File: src/rtl/core/quoted_argument_tokenizer_assert.svh
// Assertion helpers for the tokenizer modules (included by qat_emitter).
`ifndef QUOTED_ARGUMENT_TOKENIZER_ASSERT_SVH
`define QUOTED_ARGUMENT_TOKENIZER_ASSERT_SVH

// Same-cycle implication, disabled while reset is asserted.
`define QAT_ASSERT_IMP(lbl, clk, rst_n, ante, cons) \
    lbl: assert property (@(posedge clk) disable iff (!(rst_n)) (ante) |-> (cons)) \
        else $error("qat: same-cycle check failed");

// Next-cycle implication, disabled while reset is asserted.
`define QAT_ASSERT_NXT(lbl, clk, rst_n, ante, cons) \
    lbl: assert property (@(posedge clk) disable iff (!(rst_n)) (ante) |=> (cons)) \
        else $error("qat: next-cycle check failed");

`endif

File: src/rtl/core/qat_pkg.sv
`timescale 1ns / 1ps

package qat_pkg;

    localparam int MaxResults = 4;
    localparam int CntW       = $clog2(MaxResults + 1);
    localparam int IdxW       = $clog2(MaxResults);

    localparam logic [7:0] ChSingle = 8'h27;
    localparam logic [7:0] ChDouble = 8'h22;
    localparam logic [7:0] ChBacksl = 8'h5C;
    localparam logic [7:0] ChSpace  = 8'h20;

    typedef enum logic [2:0] {
        M_NORMAL = 3'd0,
        M_SQUOTE = 3'd1,
        M_DQUOTE = 3'd2,
        M_ESC    = 3'd3,
        M_DQ_ESC = 3'd4
    } t_mode;

    typedef enum logic [1:0] {
        K_CHAR = 2'd0,
        K_WORD = 2'd1,
        K_LINE = 2'd2
    } t_kind;

    typedef struct packed {
        t_kind      kind;
        logic [7:0] chr;
    } t_result;

    typedef struct packed {
        t_result [MaxResults-1:0] ent;
        logic [CntW-1:0]          cnt;
    } t_res_list;

    typedef struct packed {
        t_kind      kind;
        logic [7:0] chr;
        logic       last;
    } t_out;

endpackage

File: src/rtl/core/qat_lexer.sv
`timescale 1ns / 1ps

// Lexer state and per-byte result list.
module qat_lexer
    import qat_pkg::*;
(
    input  logic       i_clk,
    input  logic       i_rst_n,
    input  logic       i_accept,
    input  logic [7:0] i_ch,
    input  logic       i_last,
    output t_res_list  o_list
);

    t_mode r_mode, n_mode;
    logic  r_word_open, n_word_open;

    // next state
    always_comb begin
        n_mode      = r_mode;
        n_word_open = r_word_open;
        unique case (r_mode)
            M_SQUOTE: begin
                if (i_ch == ChSingle) n_mode = M_NORMAL;
                else                  n_word_open = 1'b1;
            end
            M_DQUOTE: begin
                if (i_ch == ChDouble)                 n_mode = M_NORMAL;
                else if (i_ch == ChBacksl && !i_last) n_mode = M_DQ_ESC;
                else                                  n_word_open = 1'b1;
            end
            M_DQ_ESC: begin
                n_word_open = 1'b1;
                n_mode      = M_DQUOTE;
            end
            M_ESC: begin
                n_word_open = 1'b1;
                n_mode      = M_NORMAL;
            end
            default: begin
                n_mode = M_NORMAL;
                if (i_ch == ChSingle)      n_mode = M_SQUOTE;
                else if (i_ch == ChDouble) n_mode = M_DQUOTE;
                else if (i_ch == ChBacksl) n_mode = M_ESC;
                else if (i_ch == ChSpace)  n_word_open = 1'b0;
                else                       n_word_open = 1'b1;
            end
        endcase
        if (i_last) begin
            n_mode      = M_NORMAL;
            n_word_open = 1'b0;
        end
    end

    // result list
    always_comb begin
        logic [CntW-1:0] n;
        logic            open;
        o_list = '0;
        n      = '0;
        open   = r_word_open;
        unique case (r_mode)
            M_SQUOTE: begin
                if (i_ch != ChSingle) begin
                    o_list.ent[n[IdxW-1:0]].kind = K_CHAR;
                    o_list.ent[n[IdxW-1:0]].chr  = i_ch;
                    n    = n + 1'b1;
                    open = 1'b1;
                end
            end
            M_DQUOTE: begin
                if (i_ch != ChDouble && !(i_ch == ChBacksl && !i_last)) begin
                    o_list.ent[n[IdxW-1:0]].kind = K_CHAR;
                    o_list.ent[n[IdxW-1:0]].chr  = i_ch;
                    n    = n + 1'b1;
                    open = 1'b1;
                end
            end
            M_DQ_ESC: begin
                // backslash kept unless it escapes a double quote or backslash
                if (i_ch != ChDouble && i_ch != ChBacksl) begin
                    o_list.ent[n[IdxW-1:0]].kind = K_CHAR;
                    o_list.ent[n[IdxW-1:0]].chr  = ChBacksl;
                    n = n + 1'b1;
                end
                o_list.ent[n[IdxW-1:0]].kind = K_CHAR;
                o_list.ent[n[IdxW-1:0]].chr  = i_ch;
                n    = n + 1'b1;
                open = 1'b1;
            end
            M_ESC: begin
                o_list.ent[n[IdxW-1:0]].kind = K_CHAR;
                o_list.ent[n[IdxW-1:0]].chr  = i_ch;
                n    = n + 1'b1;
                open = 1'b1;
            end
            default: begin
                if (i_ch == ChSpace) begin
                    if (open) begin
                        o_list.ent[n[IdxW-1:0]].kind = K_WORD;
                        n    = n + 1'b1;
                        open = 1'b0;
                    end
                end else if (i_ch != ChSingle && i_ch != ChDouble && i_ch != ChBacksl) begin
                    o_list.ent[n[IdxW-1:0]].kind = K_CHAR;
                    o_list.ent[n[IdxW-1:0]].chr  = i_ch;
                    n    = n + 1'b1;
                    open = 1'b1;
                end
            end
        endcase
        if (i_last) begin
            if (open) begin
                o_list.ent[n[IdxW-1:0]].kind = K_WORD;
                n = n + 1'b1;
            end
            o_list.ent[n[IdxW-1:0]].kind = K_LINE;
            n = n + 1'b1;
        end
        o_list.cnt = n;
    end

    always_ff @(posedge i_clk) begin
        if (!i_rst_n) begin
            r_mode      <= M_NORMAL;
            r_word_open <= 1'b0;
        end else if (i_accept) begin
            r_mode      <= n_mode;
            r_word_open <= n_word_open;
        end
    end

endmodule

File: src/rtl/core/qat_emitter.sv
`timescale 1ns / 1ps
`include "quoted_argument_tokenizer_assert.svh"

// Result buffer for one byte's list, drained one result a cycle into the
// output register while that register is free.
module qat_emitter
    import qat_pkg::*;
(
    input  logic      i_clk,
    input  logic      i_rst_n,
    input  logic      i_load,
    input  t_res_list i_list,
    output logic      o_ready,
    input  logic      i_out_ready,
    output logic      o_out_valid,
    output t_out      o_out
);

    t_result [MaxResults-1:0] r_ent, n_ent;
    logic [CntW-1:0]          r_cnt, n_cnt;
    logic                     r_out_vld;
    t_out                     r_out;
    logic                     out_free;
    logic                     move;

    assign out_free = !r_out_vld || i_out_ready;
    assign move     = out_free && (r_cnt != '0);
    assign o_ready  = (r_cnt == '0) || ((r_cnt == CntW'(1)) && out_free);

    always_comb begin
        n_ent = r_ent;
        n_cnt = r_cnt;
        if (i_load) begin
            n_ent = i_list.ent;
            n_cnt = i_list.cnt;
        end else if (move) begin
            for (int i = 0; i < MaxResults - 1; i++) begin
                n_ent[i] = r_ent[i+1];
            end
            n_cnt = r_cnt - 1'b1;
        end
    end

    always_ff @(posedge i_clk) begin
        if (!i_rst_n) begin
            r_cnt     <= '0;
            r_out_vld <= 1'b0;
        end else begin
            r_cnt <= n_cnt;
            if (out_free) r_out_vld <= (r_cnt != '0);
        end
    end

    always_ff @(posedge i_clk) begin
        r_ent <= n_ent;
        if (move) begin
            r_out.kind <= r_ent[0].kind;
            r_out.chr  <= r_ent[0].chr;
            r_out.last <= (r_cnt == CntW'(1));
        end
    end

    assign o_out_valid = r_out_vld;
    assign o_out       = r_out;

    `QAT_ASSERT_IMP(a_load_when_drained, i_clk, i_rst_n, i_load, (r_cnt == '0) || ((r_cnt == CntW'(1)) && out_free))
    `QAT_ASSERT_IMP(a_cnt_bounded, i_clk, i_rst_n, 1'b1, r_cnt <= CntW'(MaxResults))
    `QAT_ASSERT_IMP(a_more_follows, i_clk, i_rst_n, r_out_vld && i_out_ready && !r_out.last, r_cnt != '0)
    `QAT_ASSERT_NXT(a_drain_step, i_clk, i_rst_n, move && !i_load, r_cnt == $past(r_cnt) - 1'b1)

endmodule

File: src/rtl/core/quoted_argument_tokenizer.sv
`timescale 1ns / 1ps

// Shell-style word splitter for a byte stream. Each slave transaction carries
// one command-line byte, with tlast on the final byte of the line. Each master
// transaction carries one result: tuser gives the kind (character appended,
// word end, line done), tdata the appended character (zero for the other
// kinds), and tlast marks the final result caused by one input byte. Spaces
// split words outside quotes, backslash escapes the next byte, single quotes
// are fully literal, and inside double quotes a backslash only escapes a
// double quote or a backslash. A byte giving no result still takes one
// transaction and may change the quoting state. Throughput: one byte per cycle
// while each byte gives at most one result and m_axis_tready stays high; a
// byte giving several results (up to four) holds the input until they drain,
// as results leave the single output register one per cycle while the master
// side is ready. A byte is taken even while the previous result waits on the
// master side. A byte's result goes via the buffer, then the output register.
module quoted_argument_tokenizer
    import qat_pkg::*;
(
    input  logic       i_clk,
    input  logic       i_rst_n,

    input  logic       s_axis_tvalid,
    output logic       s_axis_tready,
    input  logic [7:0] s_axis_tdata,   // [7:0] ch
    input  logic       s_axis_tlast,   // line_end

    output logic       m_axis_tvalid,
    input  logic       m_axis_tready,
    output logic [7:0] m_axis_tdata,   // [7:0] out_char
    output logic [1:0] m_axis_tuser,   // [1:0] kind
    output logic       m_axis_tlast    // run_last
);

    logic      accept;
    t_res_list res_list;
    t_out      out_res;

    // byte taken only when the result buffer has room for its whole list
    assign accept = s_axis_tvalid && s_axis_tready;

    qat_lexer u_lexer (
        .i_clk    (i_clk),
        .i_rst_n  (i_rst_n),
        .i_accept (accept),
        .i_ch     (s_axis_tdata),
        .i_last   (s_axis_tlast),
        .o_list   (res_list)
    );

    qat_emitter u_emitter (
        .i_clk       (i_clk),
        .i_rst_n     (i_rst_n),
        .i_load      (accept),
        .i_list      (res_list),
        .o_ready     (s_axis_tready),
        .i_out_ready (m_axis_tready),
        .o_out_valid (m_axis_tvalid),
        .o_out       (out_res)
    );

    assign m_axis_tdata = out_res.chr;
    assign m_axis_tuser = out_res.kind;
    assign m_axis_tlast = out_res.last;

endmodule
File: config.mk
export PLATFORM = sky130hd
export DESIGN_NAME = quoted_argument_tokenizer
export DESIGN_NICKNAME = d
export VERILOG_FILES = /design/src/rtl/core/qat_pkg.sv /design/src/rtl/core/qat_lexer.sv /design/src/rtl/core/qat_emitter.sv /design/src/rtl/core/quoted_argument_tokenizer.sv
export VERILOG_INCLUDE_DIRS = /design/src /design/src/rtl/core
export SDC_FILE = /design/constraint.sdc
export NUM_CORES = 1
export LEC_CHECK = 0
export ABC_AREA = 0
export BUFFER_PORTS_ARGS = -buffer_cell sky130_fd_sc_hd__buf_2
export CORE_UTILIZATION = 23
export CTS_CLUSTER_SIZE = 12
export DETAILED_ROUTE_END_ITERATION = 16
export GPL_TIMING_DRIVEN = 0
export PLACE_DENSITY = 0.46
export SLEW_MARGIN = 20
export SYNTH_ARGS = -nofsm -noshare
export SYNTH_HDL_FRONTEND = slang
export SYNTH_HIERARCHICAL = 1
export SYNTH_SLANG_ARGS = --single-unit
File: constraint.sdc
create_clock -name i_clk -period 3.7 [get_ports i_clk]
set_input_delay 0 -clock i_clk [delete_from_list [all_inputs] [get_ports i_clk]]
set_output_delay 0 -clock i_clk [all_outputs]
set_load 0.02 [all_outputs]
### After elaboration in Yosys (flattened, before gate mapping)

Cells that the tools add are included.

* add/sub/neg operators: 4
* $lt $le $gt $ge: 6
* equality and inequality tests: 20
* multiplexer cells: 62
* reduce and logical (&&, ||, !) cells: 22

Operator list (number)
* $bwmux 40: 4
* $mux 40: 3
* $mux 30: 3
* $demux 10 s2: 4
* $mux 10: 4
* $mux 8: 5
* $pmux 10 s4: 1
* $mux 3: 13
* $eq 8x6->1 const B: 3
* $pmux 3 s4: 2
* $mux 1: 19
* $ne 8x6->1 const B: 2
* $logic_and 1x1->1: 11
* $add 3x1->3 const B: 3
* $lt 2x3->1 const B: 3
* $ne 3x3->1 const B: 3
* $eq 8x7->1 const B: 1
* $ne 4x4->1 const B: 2
* $ne 8x7->1 const B: 1
* $mux 7: 1
* $reduce_and 7->1: 1
* $eq 3x1->1 const B: 2
* $eq 3x2->1 const B: 2
* $ge 2x1->1 const B: 3
* other kinds (14): 18

* register bits: 59
* input bits: 13
* output and inout bits: 13
* logic and storage cells: 129

### Depth between registers and ports, before layout

Gate-level depths: netlist (run 1).

* depth in word-level cells: 17
* depth in mapped cells: 17
* mapped depth without buffers: 16

### Modules after synthesis

Netlist (run 1), hierarchy kept.

Modules (own cells, without submodules)
* qat_emitter: instances 1, cells an instance 119, area each 2162.1 um^2, seq. area each 1611.5 um^2
* qat_lexer: instances 1, cells an instance 148, area each 1101.1 um^2, seq. area each 80.1 um^2
* quoted_argument_tokenizer: instances 1, cells an instance 1, area each 6.3 um^2, seq. area each 0.0 um^2

### Least setup slack after synthesis (run 1)

Ideal clock, no wire load.

* path type: register to register
* start: register u_emitter.r_cnt[0]
* end: register u_emitter/r_ent[0] in the netlist's numbering (enable)
* library setup time: 0.459 ns
* data arrival time: 2.973 ns
* required time: 3.241 ns
* path slack: 0.268 ns
* cell stages (with the launch flop): 5
* buffers on the path: 0
* clock period less this slack: 3.432 ns
* path through: dfxtp_1 -> inv_1 -> ha_1 -> and2b_1 -> o21ai_0

* longest elaborated chain between the ends: 5
* elaborated cells on any way between the ends: 8
* classes of those cells: 1 x eq/ne; 7 x reduce/logical

Ends and longest elaborated chain
* start: declaration: RTL line qat_emitter.sv:20 `logic [CntW-1:0] r_cnt, n_cnt;`
* start signal: assignment: RTL line qat_emitter.sv:49 `r_cnt <= n_cnt;`
* $eq 3x1->1: RTL line qat_emitter.sv:28 `assign o_ready = (r_cnt == '0) || ((r_cnt == CntW'(1)) && out_free);`
* $logic_and 1x1->1: RTL line qat_emitter.sv:28
* $logic_or 1x1->1: RTL line qat_emitter.sv:28
* $logic_and 1x1->1: RTL line quoted_argument_tokenizer.sv:40 `assign accept = s_axis_tvalid && s_axis_tready;`
* $reduce_bool 2->1 (no line) *
* end signal: assignment: RTL line qat_emitter.sv:55 `r_ent <= n_ent;`
* end: declaration: RTL line qat_emitter.sv:19 `t_result [MaxResults-1:0] r_ent, n_ent;`

Every way passes the cells marked *; elsewhere a longest branch is shown, timed or not.
A chain may end at the register's enable or synchronous reset.

==> results of run 1 <==
## worst paths after layout
| kind | slack, ns | end | from | cells after the start |
|---|---|---|---|---|
| setup reg to reg | 0.58 | u_emitter/r_ent[9] | u_lexer/r_mode[1] | 13 |
| hold / removal | 0.11 | u_emitter/o_out_valid | m_axis_tready | 3 |
| hold reg to reg | 0.41 | u_emitter/o_out[4] | u_emitter/r_ent[3] | 0 |
| setup / recovery | 0.58 | u_emitter/r_ent[9] | u_lexer/r_mode[1] | 13 |
## cells by family (layout without fill, tap and decap cells)
logic type | after synthesis | count (layout) | share of synthesized area
other | 1 | 16 | 0.001147
AND/OR/NAND/NOR | 77 | 77 | 0.1496
multiplexers | 31 | 31 | 0.1064
buffers and inverters | 39 | 79 | 0.06583
XOR/XNOR | 4 | 4 | 0.01072
AO/OA/AOI/OAI | 45 | 45 | 0.1030
flip-flops | 59 | 59 | 0.5174
adder cells (fa/ha/maj) | 12 | 12 | 0.04592
## cells in the mapped netlist, drive strengths merged, types with 6 or more instances
master | n | share of area
nand2 | 9 | 0.010
a21oi | 7 | 0.014
mux2 | 30 | 0.10
nand3 | 6 | 0.012
dfxtp | 8 | 0.049
inv | 12 | 0.014
buf | 23 | 0.047
ha | 12 | 0.046
o21ai | 15 | 0.030
nor2 | 14 | 0.017
edfxtp | 51 | 0.47
and2 | 18 | 0.034
## flip-flops by register name, indices dropped and copies added, names as in the netlist
signal / flops
u_lexer/r_mode: 3
u_emitter/o_out: 11
u_emitter/r_cnt: 3
u_lexer/r_word_open: 1
u_emitter/r_ent: 40
u_emitter/o_out_valid: 1
## report_power, final
group          internal [mW]  total (mW)  switching, mW  leakage (nW)
Sequential              1.18        1.25         0.0698         0.572
Combinational          0.379       0.907          0.528         0.870
Clock                  0.580       0.870          0.290         0.149
Total                   2.14        3.03          0.888          1.59
## layout make-up
class,count,area share
Clock inverter,6,0.02021
Clock buffer,9,0.05597
Buffer,27,0.04229
Timing Repair Buffer,25,0.03794
Inverter,12,0.01119
Sequential cell,59,0.4204
Multi-Input combinational cell,185,0.3560
Tap cell,180,0.05597
## layer usage
metal	vias up	share of wire
li1	1050	-
met1	941	0.46
met2	23	0.49
met3	9	0.034
met4	0	0.022
met5	-	0
## critical path: stages, from the launching register on
cell,delay [ns]
dfxtp_1,0.29
buf_2,0.17
nor2_1,0.33
xnor2_1,0.22
a21oi_1,0.24
o21ai_1,0.14
o21ai_4,0.13
inv_2,0.09
ha_1,0.30
nor2_1,0.19
inv_1,0.09
ha_1,0.23
and2_1,0.17
mux2_2,0.27
## per-stage QoR
step | util | setup WS [ns]
floorplan | - | 0.2678
global placement | 0.2641 | -0.9818
detailed placement | 0.2669 | 0.6298
CTS | 0.2897 | 0.6126
global route | 0.2899 | 0.3636
finish | 0.2899 | 0.5824
==> metrics.md, run 1 <==
| Metric | Value |
|---|---|
| Clk Latency, worst-skew pair | 0.33 ns |
| Number of hold violations in the final report | 0 |
| DR iter-0 viols | 109 |
| Fillcell total | 1,411 |
| DRC | 0 |
| Die Height | 121.2 um |
| Met1 GRT Util | 0.1062 |
| Die X | 121.2 um |
| Total CTS buffers | 9 |
| Routed Antenna Nets | 0 |
| Power per cell area | 751.8 nW/um^2 |
| DR vias | 2,023 |
| Grt ovf | 0 |
| Fin crit share | 0.8426 |
| CTS tree | yes |
| Clock root buffer | clkbuf_16 |
| Final Instance Area | 4024 um^2 |
| Non-Filler Instances | 503 |
| Core ar. | 13,880 um^2 |
| P&R area growth vs syn | 23.08% |
| CP Capture Type | flip-flop |
| Met2 Usage GRT | 0.1579 |
| Post_cts resized | 0 |
| Arr. time, crit path | 3.19 ns |
| Routed len/inst | 12.32 um |
| Synth Cell Area | 3269 um^2 |
| Max cap viols | 0 |
| # IOs | 26 |
| WP data required | 3.78 ns |
| Rel. slew slack | 0.5499 |
| Commonest non-fill, non-tap cell in the layout | edfxtp_1 |
| Crit Path Max Fanout | 10 |
| Clock Skew | 0.003296 ns |
| Number of synthesized flops with an enable pin | 51 |
| Postcts setup bufs | 0 |
| Synth Register Bits | 59 |
| Final wirelength | 6196 um |
| Top FF cell, synth | edfxtp_1 |
| Detailed-placement wirelength estimate | 4477 um |
| Overall power | 3.025 mW |
| Max-slew violation count | 0 |
| Total global-route track usage | 0.09427 |
| Sequential area share after synthesis | 0.5174 |
| Crit path launch type | flip-flop |
| Fmax achieved | 320.8 MHz |
| Number of I/O port buffers | 23 |
| Initial antenna violation count | 0 |
| Register area | 1692 um^2 |
| Placer Congestion | 0.7939 |
| Most frequent cells in the layout | edfxtp_1 (51), buf_2 (30), mux2_2 (30) |
| RSZ-0062 raised after global routing | false |
| Yosys warns | 6 |
| Number of antenna cells inserted | 0 |
| Hold Crit Class | in2reg |
| Initial DRT Pass Iterations | 4 |
| Most Used Layer, Global Route | met2 |
| Syn Inst Count | 268 |
| Share of cells above drive strength 1 | 0.3437 |
| Fin crit period | 3.118 ns |
| Status | finished clean |
| First-pass GRT wire length | 10,150 um |
| Least-Margin Pin Slew | 0.6752 ns |
| Worst-path clk slew | 0.05 ns |
| Yosys cell types | 57 |
| CTS Buffer Depth | 2 |
| Row Count | 43 |
| GRT met3 Usage | 0.02961 |
| Clk sink count | 59 |
| Die area | 14,700 um^2 |
| Pin count of the biggest net entering global routing | 24 |
| Initial Util | 0.2355 |
| LEAKAGE | 1.591 nW |
| Nets | 344 |
| Min Hold Slack | 0.1061 ns |
| Area of the multi-input gates | 1433 um^2 |
| Endpoints failing setup | 0 |
| Area post-placement | 3705 um^2 |
| Setup_tns | 0 ns |
| Crit Path Class | reg2reg |
| FFs w/ async S/R, synth | 0 |
| CTS Hold Bufs | 1 |
| Vias in the first global route | 2,004 |
| Post-Syn Area per Cell | 12.20 um^2 |
| VDD IR max | 254.1 uV |
| Inst Count DP | 487 |
| Htree depth | 3 |
| Vias per cell | 4.022 |
No activity file was read; power rests on OpenSTA's default activity.
==> run 2: changes to the inputs <==
PLACE_DENSITY = 0.45   (was 0.46)
clock period = 2.9 ns   (was 3.7 ns; I/O delays follow)
==> metrics.md, run 2 (same netlist as run 1, synthesis figures left out) <==
| Metric | Value |
|---|---|
| Initial Util | 0.2355 |
| DRC | 0 |
| Final Instance Area | 4055 um^2 |
| Status | finished clean |
| Clock root buffer | clkbuf_16 |
| Vias per cell | 4.091 |
| Vias in the first global route | 2,096 |
| Overall power | 3.732 mW |
| WP data required | 2.97 ns |
| Worst-path clk slew | 0.06 ns |
| Grt ovf | 0 |
| Number of hold violations in the final report | 0 |
| Die area | 14,700 um^2 |
| Dpl ws | -0.1941 ns |
| Setup_tns | 0 ns |
| DR iter-0 viols | 118 |
| Psw | 1.173 mW |
| Non-Filler Instances | 507 |
| CP Capture Type | flip-flop |
| Total global-route track usage | 0.1016 |
| Fin crit period | 2.786 ns |
| Max cap viols | 0 |
| Total CTS buffers | 9 |
| Arr. time, crit path | 2.86 ns |
| Fmax achieved | 359.0 MHz |
| Max reg flops | 40 |
| Row Count | 43 |
| Comb pwr share | 0.312 |
| Placer Congestion | 0.8034 |
| First-pass GRT wire length | 11,070 um |
| Final wirelength | 6684 um |
| Core ar. | 13,880 um^2 |
| Least-Margin Pin Slew | 0.9896 ns |
| Initial antenna violation count | 0 |
| Number of antenna cells inserted | 0 |
| P&R area growth vs syn | 24.03% |
| Routed Antenna Nets | 0 |
| Crit path launch type | flip-flop |
| Number of I/O port buffers | 23 |
| Seq pwr share | 0.428 |
| CTS Buffer Depth | 2 |
| Fin crit share | 0.9606 |
| Initial DRT Pass Iterations | 4 |
| DR vias | 2,074 |
| Nets | 347 |
| Routed len/inst | 13.18 um |
| Crit Path Class | reg2reg |
| # IOs | 26 |
| Clk sink count | 59 |
| Rel. slew slack | 0.3378 |
| LEAKAGE | 1.601 nW |
| Inst Count DP | 487 |
| Pin count of the biggest net entering global routing | 22 |
| Htree depth | 3 |
| Share of cells above drive strength 1 | 0.3761 |
| Commonest non-fill, non-tap cell in the layout | edfxtp_1 |
| Die X | 121.2 um |
| Reg2reg setup slack | 0.11 ns |
| CTS tree | yes |
| VDD IR max | 316.0 uV |
| Crit Path Max Fanout | 6 |
| Hold Crit Class | in2reg |
| Setup ws final | 0.1141 ns |
| Detailed-placement wirelength estimate | 4622 um |
| Clk Latency, worst-skew pair | 0.33 ns |
| Power per cell area | 920.3 nW/um^2 |
| Most frequent cells in the layout | edfxtp_1 (51), mux2_2 (30), buf_2 (28) |
| Die Height | 121.2 um |
| Clock Skew | 0.007445 ns |
| Endpoints failing setup | 0 |
| Area post-placement | 3705 um^2 |
| Top reg by flops | u_emitter/r_ent |
| Internal power | 2.559 mW |
| Switching Share | 0.3143 |
| Clock power share | 0.259 |
| Max-slew violation count | 0 |
[run 2: cell types whose count changed in the layout (fill, tap and decap cells not counted), sizes merged]
cell	change
clkinv	+2
bufinv	-2
buf	+3
clkinvlp	+1
[run 2: stage by stage]
stage / hold slack, ns / utilization
floorplan: 0.1176 / -
detailed placement: 0.3547 / 0.2669
CTS: 0.07985 / 0.2889
global route: 0.1111 / 0.2921
global placement: 0.3368 / 0.2644
finish: 0.09903 / 0.2921
[run 2: final cells by class]
class | count | area (um^2)
timing repair buffer | 29 | 182.7
tap | 180 | 225.2
buffer | 26 | 172.7
clock buffer | 9 | 225.2
inverter | 12 | 45.04
sequential | 59 | 1693
multi-input combinational | 185 | 1466
fill | 1453 | 9826
clock inverter | 7 | 45.04
[run 2: path summary, 6_finish.rpt]
check / startpoint / endpoint / cells after the start
worst max-delay path: u_lexer/r_mode[1] / u_emitter/r_ent[9] / 13
worst min-delay path: m_axis_tready / u_emitter/o_out_valid / 3
worst max register to register: u_lexer/r_mode[1] / u_emitter/r_ent[9] / 13
worst min register to register: u_emitter/r_ent[0] / u_emitter/o_out[1] / 0
[run 2: power by group through the flow]
| stage | Clock (mW) | Combinational [mW] | Sequential (mW) |
|---|---|---|---|
| 6_report | 0.968 | 1.17 | 1.60 |
| 5_1_grt | 1.04 | 1.29 | 1.64 |
| 4_1_cts | 0.998 | 1.19 | 1.60 |
| 3_5_place_dp | 0 | 1.18 | 1.62 |
| 3_3_place_gp | 0 | 1.09 | 1.62 |
| 2_1_floorplan | 0 | 0.682 | 1.72 |
[run 2: critical path, stage by stage (launching register included)]
cell and delay [ns]:
dfxtp_1 0.32, buf_6 0.12, or3b_4 0.39, a41oi_2 0.20
o21ai_2 0.12, nand2_2 0.11, o21ai_4 0.10, inv_2 0.08
ha_1 0.23, nor2_2 0.16, inv_1 0.08, ha_2 0.19
and2_1 0.16, mux2_2 0.27
[run 2: repair_timing]
| item | 4_1_cts | 5_1_grt |
|---|---|---|
| setup endpoints to repair | 7 | 7 |
| setup buffers | 1 | 3 |
| hold buffers | 1 | 0 |
| hold endpoints to repair | 1 | 0 |
| pin swaps | 1 | 2 |
| gates resized for setup | 7 | 6 |
[run 2: routing by layer]
layer | part of all wire | vias up | wire, um | GRT usage
met5 | 0 | - | 0 | 0
met4 | 0.026 | 0 | 174 | 0.05710
met3 | 0.033 | 10 | 223 | 0.03336
met2 | 0.46 | 35 | 3093 | 0.1579
met1 | 0.48 | 974 | 3193 | 0.1231
li1 | - | 1055 | - | -
==> run 3: changes to the inputs <==
SLEW_MARGIN = 0   (was 20)
SYNTH_HIERARCHICAL = not set   (was 1)
==> metrics.md, run 3 <==
| Metric | Value |
|---|---|
| Status | finished clean |
| Clock Skew | 0.01029 ns |
| Synth area leaders | edfxtp_1 (44%), dfxtp_1 (6.7%), ha_1 (5.8%) |
| Initial DRT Pass Iterations | 4 |
| Cell family with most CP delay | compound AO/OA/AOI/OAI gates |
| Seq pwr share | 0.460 |
| Power per cell area | 865.4 nW/um^2 |
| DR vias | 1,734 |
| Crit Path Class | reg2reg |
| Area leader, netlist | edfxtp_1 |
| Worst-path clk slew | 0.09 ns |
| P&R area growth vs syn | 20.03% |
| Psw | 894.6 uW |
| Total CTS buffers | 5 |
| CTS tree | yes |
| Fin crit period | 2.697 ns |
| Number of antenna cells inserted | 0 |
| Most frequent cells in the layout | edfxtp_1 (35), nand2_1 (29), buf_2 (26) |
| Crit Path Max Fanout | 7 |
| Core ar. | 9910 um^2 |
| Routed len/inst | 13.72 um |
| Fillcell total | 1,055 |
| Grt ovf | 0 |
| Htree depth | 2 |
| Max reg flops | 24 |
| CP max-delay cell | dfxtp_2 |
| DR iter-0 viols | 78 |
| Commonest cells in the synthesized netlist | edfxtp_1 (35), nand2_1 (30), inv_1 (15) |
| Setup ws final | 0.2030 ns |
| RSZ-0062 raised after global routing | false |
| Die Height | 103.9 um |
| Die area | 10,790 um^2 |
| Vias in the first global route | 1,684 |
| Crit path launch type | flip-flop |
| Inst Count DP | 375 |
| Synth Cell Area | 2386 um^2 |
| Detailed-placement wirelength estimate | 3734 um |
| Buf+Inv Stages, Crit Path | 1 |
| Max-slew violation count | 0 |
| Clk Latency, worst-skew pair | 0.31 ns |
| Sequential area share after synthesis | 0.5076 |
| # IOs | 26 |
| CP Capture Type | flip-flop |
| Placer Congestion | 0.7641 |
| Synth Register Bits | 43 |
| Switching Share | 0.3609 |
| CTS Buffer Depth | 2 |
| Syn Inst Count | 217 |
| Arr. time, crit path | 2.75 ns |
| Final wirelength | 5268 um |
| Commonest non-fill, non-tap cell in the layout | edfxtp_1 |
| Top-area cell type share of the netlist area | 0.4405 |
| Number of I/O port buffers | 25 |
| Slowest cell delay on critical path | 0.44 ns |
| Vias per cell | 4.516 |
| Most frequent cell after synthesis | edfxtp_1 |
| Top reg by flops | u_emitter.r_ent |
| Pin count of the biggest net entering global routing | 23 |
| Clock power share | 0.198 |
| CP most frequent cell | ha_1 |
| Setup_tns | 0 ns |
| Die X | 103.9 um |
| DRC | 0 |
| Row Count | 36 |
| Hold Crit Class | in2reg |
| WP data required | 2.95 ns |
| Endpoints failing setup | 0 |
| Nets | 274 |
| Clock root buffer | clkbuf_8 |
| Non-Filler Instances | 384 |
| Least-Margin Pin Slew | 0.8368 ns |
| Postcts setup bufs | 0 |
| Total global-route track usage | 0.1022 |
| Critical path, cell by cell | nor3b_4 > a21boi_2 > o21ai_4 > a32oi_4 > ha_1 > and2_2 > inv_1 > ha_1 > nand3_1 > o21ai_0 > a31oi_1 |
| Number of synthesized flops with an enable pin | 35 |
| Max cap viols | 0 |
| Yosys cell types | 54 |
| Clk sink count | 43 |
| Yosys warns | 0 |
| Fmax achieved | 370.8 MHz |
| Routed Antenna Nets | 0 |
| Initial antenna violation count | 0 |
| Syn_nets | 241 |
| Internal power | 1.584 mW |
| Fin crit share | 0.9300 |
| Post-Syn Area per Cell | 11.00 um^2 |
| Dpl ws | -0.3782 ns |
| Number of hold violations in the final report | 0 |
| Initial Util | 0.2408 |
| LEAKAGE | 1.119 nW |
| VDD IR max | 463.5 uV |
| Top FF cell, synth | edfxtp_1 |
| Comb pwr share | 0.342 |
| Rel. slew slack | 0.4362 |
| FFs w/ async S/R, synth | 0 |
| Share of cells above drive strength 1 | 0.2351 |
| First-pass GRT wire length | 8735 um |
[run 3: cell types whose count changed in the layout (fill, tap and decap cells not counted), moves of 9 or more]
cell / before / now
buf_4: 20 / 1
conb_1: 16 / 0
and2_1: 18 / 9
mux2_2: 30 / 0
edfxtp_1: 51 / 35
nand2_1: 8 / 29
clkbuf_16: 9 / 0
[run 3: area by class of cell]
type	instances	area, um^2	share of cell area
tap	133	166.4	0.05810
buffer	7	40.04	0.01398
inverter	15	56.30	0.01966
multi-input combinational	152	1141	0.3984
timing repair buffer	26	135.1	0.04718
sequential	43	1212	0.4233
clock buffer	5	68.82	0.02403
clock inverter	3	43.79	0.01529
[run 3: metrics by stage]
step                hold WS (ns)  utilization  instance area (um^2)  total power [mW]
finish                   0.04379       0.2890                  2864             2.478
global route             0.05747       0.2890                  2864             2.637
CTS                      0.04034       0.2835                  2809             2.496
detailed placement        0.2940       0.2702                  2678             1.999
global placement          0.2984       0.2702                  2678             1.997
floorplan                 0.1383            -                  2386             1.720
[run 3: cells by family after synthesis]
family | count (synthesis) | synth area share
mux | 2 | 0.008390
simple gates | 82 | 0.1987
flops | 43 | 0.5076
xor+xnor | 5 | 0.01835
buf+inv | 22 | 0.03985
compound gates | 51 | 0.1652
fa+ha+maj | 12 | 0.06188
[run 3: metal layers]
metal / GRT usage / wire (um) / share of wire
met3: 0.02068 / 151 / 0.029
met4: 0.04286 / 106 / 0.020
met5: 0 / 0 / 0
met1: 0.1391 / 2677 / 0.51
met2: 0.1571 / 2333 / 0.44
[run 3: repair_timing]
item / CTS / global route
cloned: 0 / 0
setup endpoints to repair: 24 / 27
hold buffers: 1 / 0
hold endpoints to repair: 1 / 0
resized for setup: 3 / 9
[run 3: worst reg2reg max path: stages (launching register included)]
cell	delay (ns)
dfxtp_2	0.44
nor3b_4	0.25
a21boi_2	0.30
o21ai_4	0.15
a32oi_4	0.32
ha_1	0.29
and2_2	0.19
inv_1	0.08
ha_1	0.15
nand3_1	0.11
o21ai_0	0.12
a31oi_1	0.06
[run 3: path summary, 6_finish.rpt]
path,start,cells after the start,slack [ns],end
max,u_lexer.r_mode[1],11,0.20,u_emitter.r_ent[8]
min,s_axis_tdata[5],2,0.04,u_emitter.r_ent[15]
max reg2reg,u_lexer.r_mode[1],11,0.20,u_emitter.r_ent[8]
min reg2reg,u_emitter.r_ent[4],0,0.42,u_emitter.o_out[5]
[run 3: power groups by stage]
stage	logic, mW	clock network, mW	registers, mW
6_report	0.847	0.491	1.14
3_3_place_gp	0.836	0	1.16
5_1_grt	0.941	0.522	1.17
4_1_cts	0.848	0.503	1.14
3_5_place_dp	0.838	0	1.16
2_1_floorplan	0.454	0	1.27
